==> config.mk <==
export PLATFORM = sky130hd
export DESIGN_NAME = eblt_ram
export DESIGN_NICKNAME = d
export VERILOG_FILES = /design/src/sv/expiring_block_list_table_top_macros.svh /design/src/sv/eblt_ram.sv
export SDC_FILE = /design/constraint.sdc
export NUM_CORES = 2
export LEC_CHECK = 0
export BUFFER_PORTS_ARGS = -buffer_cell sky130_fd_sc_hd__buf_2
export CORE_UTILIZATION = 45
export DETAILED_ROUTE_END_ITERATION = 6
export GPL_TIMING_DRIVEN = 1
export SKIP_CTS_REPAIR_TIMING = 1
export SYNTH_ARGS = -nofsm -noshare
export SYNTH_HDL_FRONTEND = slang
export SYNTH_SLANG_ARGS = --single-unit
==> constraint.sdc <==
create_clock -name clk -period 4.6 [get_ports clk]
set_input_delay 0 -clock clk [delete_from_list [all_inputs] [get_ports clk]]
set_output_delay 0 -clock clk [all_outputs]
set_load 0.01 [all_outputs]
==> src/sv/expiring_block_list_table_top_macros.svh <==
// Assertion helpers used by the top-level RTL file.
`ifndef EXPIRING_BLOCK_LIST_TABLE_TOP_MACROS_SVH
`define EXPIRING_BLOCK_LIST_TABLE_TOP_MACROS_SVH

// Same-cycle implication, disabled during reset.
`define EBLT_ASSERT_NOW(label, clk, rstn, ante, cons) \
    label: assert property (@(posedge clk) disable iff (!rstn) (ante) |-> (cons)) \
        else $error("eblt assertion failed");

// Next-cycle implication, disabled during reset.
`define EBLT_ASSERT_NEXT(label, clk, rstn, ante, cons) \
    label: assert property (@(posedge clk) disable iff (!rstn) (ante) |=> (cons)) \
        else $error("eblt assertion failed");

`endif

==> src/sv/eblt_ram.sv <==
module eblt_ram #(
    parameter int WIDTH = 32,
    parameter int DEPTH = 64
) (
    input  logic                     clk,
    input  logic                     we,
    input  logic [$clog2(DEPTH)-1:0] waddr,
    input  logic [WIDTH-1:0]         wdata,
    input  logic [$clog2(DEPTH)-1:0] raddr,
    output logic [WIDTH-1:0]         rdata
);

    logic [WIDTH-1:0] mem [DEPTH];
    logic [WIDTH-1:0] rdata_reg;

    always_ff @(posedge clk) begin
        if (we) begin
            mem[waddr] <= wdata;
        end
        rdata_reg <= mem[raddr];
    end

    assign rdata = rdata_reg;

endmodule

Yosys cells after proc, flatten, opt, wreduce, memory -nomap -nowiden --
Memory sizes are Yosys's and may differ from the RTL's. A register that Yosys moved wholly into a read port is not among the register bits. Index checks and enable logic that the tools add are counted.
Storage, ports and cells: bits in registers 0, memories kept 1, word-level logic and storage cells 3, RAM bits 2048, output and inout port bits 32, input port bits 46
Operators by class: muxes and demuxes 2
Memory list:
- mem | words 64, bits a word 32, read ports 1, clocked after memory_dff 1, write ports 1, line eblt_ram.sv:13 | logic [WIDTH-1:0] mem [DEPTH];
Operators by type and width (count):
- 2-to-1 mux 1 bit | 2

Depth between registers and ports, before layout --
depth in word-level cells 2, gate-level depth with buffers 10, depth with buffers taken out 5

Worst setup path after synthesis --
OpenSTA, ideal clock, no wires.
path kind in2reg, start point input port waddr[3], end point memory mem[48][0], enable pin, arrival 2.699 ns, stages 4, library setup time 0.461 ns, path slack 1.440 ns, cell sequence clkbuf_1 nor2b_1 nand4b_1 nor3_1
RTL lines:
- start, declared | line eblt_ram.sv:7 | input logic [$clog2(DEPTH)-1:0] waddr,
- end, declared | line eblt_ram.sv:13
No word-level cell before the write port.

==> impl_metrics.csv <==
group,metric,value,unit
outcome,status,"completed",
floorplan,coreArea,172000,sq um
sta,fin_crit,2750,ps
sta,tightestPinTransition,1350,ps
sta,rsz0062_at_grt,"false",
clocking,cts_tree,"yes",
logic_synthesis,synth-edff-count,2048,
setup_path,arrival,3440,ps
global_route,grt_pass1_wl,288000,microns
setup_path,path_max_fanout,43,
logic_synthesis,syn_area,78500,sq um
finish,final_cells,6128,
global_route,antenna_found_initial,14,
sta,fmax,363,MHz
route,detail_route.wl_per_cell,33.6,microns
sta,drv_slew,0,
logic_synthesis,synthArstFlopShare,0,%
finish,final_core_util,52.1,%
sta,clock_skew,39.3,ps
place,dp_hpwl,119000,microns
global_route,grt_max_degree,78,
place,placed_area,83000,sq um
finish,drive_above_1_share,30.0,%
route,firstDrtPassIters,5,
clocking,cts_buffers,205,
min_path,worst_hold_path.num_cells,4,
global_route,grt_use_total,23.7,%
floorplan,rows,152,
clocking,root_buffer,"clkbuf_16",
floorplan,start_util,45.5,%
global_route,grt_pass1_vias,37016,
logic_synthesis,ys_ff_latch,2080,
sta,setup_violations,0,
setup_path,reg2reg_to,"rdata[19]",
min_path,hp-class,"input port to flip-flop",
sta,finalHoldViolations,0,
route,drc,0,
logic_synthesis,ys.flop_type,"edfxtp_1",
floorplan,dieArea,176000,sq um
sta,min_period_over_period,59.9,%
place,dp.cells,5700,
setup_path,crit_path_end_kind,"flip-flop",
finish,layout_commonest_cell,"edfxtp_1",
logic_synthesis,syn-num-nets,3370,
finish,postLayoutCellArea,89900,sq um
setup_path,crit_path_start,"raddr[3]",
sta,setup_tns,0,ps
place,pre_cts_slack,1100,ps
route,initialDrtViolationCount,4946,
logic_synthesis,yosysSeqAreaShare,79.1,%
logic_synthesis,synth_cell_types,34,
clocking,clock-sinks,2080,
finish,final_nets,3684,
floorplan,fp.dieW,420,microns
finish,area_growth,14.5,%
setup_path,r2r-start,"mem[33][19]",
route,vias_per_cell,6.05,
clocking,htree_levels,4,
logic_synthesis,ys_warn_count,0,
sta,relSlewSlack,10.1,%
pwr,power,39.4,mW
place,portBuffers,77,
floorplan,die_y,420,microns
clocking,clk_path_buf_depth,3,
finish,final_cell_mix,"edfxtp_1 (2048), mux4_2 (544), clkbuf_16 (205)",
logic_synthesis,syn_inst,3324,
setup_path,cp-endpoint,"rdata[30]",
route,drtAntennaViolNets,0,
place,gp_congestion,0.805,
setup_path,start_kind,"input port",
setup_path,criticalPathCategory,"input port to flip-flop",
pwr,p_per_area,438,nW/um^2
finish,fill_cells,13238,
route,vias,37079,
setup_path,rrSetupSlack,2270,ps
floorplan,io_pins,78,
setup_path,reg2regPathDepth,5,
finish,largest_register_ffs,2048,
clocking,clk_latency,860,ps
route,wl,206000,microns
sta,fin_ws,1850,ps
pwr,cellLeakagePower,28.0,nW
setup_path,required,5290,ps
job,drv_cap,0,
global_route,grt_overflow,0,
clocking,path_clk_slew,60,ps
logic_synthesis,postSynthAreaPerCell,23.6,sq um
sta,whs,29.9,ps
pwr,ir_worst_vdd,0.425,mV
-- metal layers --
| layer | part of all wire, % | track usage [%] | wire length [microns] | vias to the layer above |
|---|---|---|---|---|
| met2 | 47 | 36.8 | 97500 | 1619 |
| met1 | 42 | 34.7 | 85700 | 20293 |
| met3 | 8.8 | 4.59 | 18000 | 247 |
| met5 | 0.013 | 0 | 27 | - |
| met4 | 2.2 | 5.79 | 4510 | 4 |
| li1 | - | - | - | 14916 |
-- power breakdown --
part	total, mW	switching (mW)	internal (mW)
clock	16.2	7.11	9.14
combinational	2.05	1.31	0.743
sequential	21.1	0.109	21.0
total	39.4	8.53	30.9
-- layout make-up --
cell class	instances	area [sq um]	share of cell area (%)
Multi-Input combinational cell	1062	16000	17.8
Antenna cell	10	25.0	0.0278
Timing Repair Buffer	289	2370	2.63
Sequential cell	2080	62100	69.1
Clock buffer	270	5440	6.06
Clock inverter	107	1050	1.17
Tap cell	2310	2890	3.22
-- logic make-up (layout without fill, tap and decap cells) --
family	Yosys count	after routing	share of synthesized area, %
other	0	10	0
and+or+nand+nor	223	223	1.27
muxes	637	637	16.8
AOI/OAI and AO/OA	202	202	1.67
DFF	2080	2080	79.1
buffers and inverters	182	666	1.13
-- worst max-delay path, stage by stage --
cell	delay, ps
dlygate4sd3_1	550
buf_6	500
buf_12	380
nand2_1	520
o22ai_1	340
nor2_1	200
a21oi_1	730
nor2_1	90
-- cells in the mapped netlist, types with 2 or more instances --
library cell / count / area [sq um]
dfxtp_1: 32 / 641
a22oi_1: 12 / 90.1
a311oi_1: 8 / 70.1
o221ai_1: 27 / 236
nand2_1: 26 / 97.6
and2_1: 2 / 12.5
buf_2: 57 / 285
edfxtp_1: 2048 / 61500
a41o_1: 4 / 40.0
buf_6: 5 / 56.3
nand3b_1: 5 / 37.5
nor2b_1: 15 / 93.8
mux2i_1: 93 / 931
nand2b_1: 8 / 50.1
clkbuf_1: 74 / 278
and3_1: 4 / 25.0
or3_1: 3 / 18.8
a21oi_1: 62 / 310
or3b_1: 2 / 17.5
nor3_1: 7 / 35.0
o22ai_1: 84 / 526
mux4_2: 544 / 12300
nand4_1: 2 / 12.5
nand3_1: 5 / 25.0
buf_4: 25 / 188
or3b_2: 3 / 26.3
buf_1: 21 / 78.8
nor2_1: 137 / 514
o32ai_1: 4 / 35.0
-- worst min path at each step --
stage,startpoint,end,slack [ps]
floorplan,wdata[0],mem[0][0],100
global placement,rdata[5],rdata[5],400
detailed placement,rdata[5],rdata[5],400
CTS,raddr[4],rdata[28],-310
global route,we,mem[51][7],30
finish,we,mem[51][7],30
No activity file was read; power rests on OpenSTA's default activity.
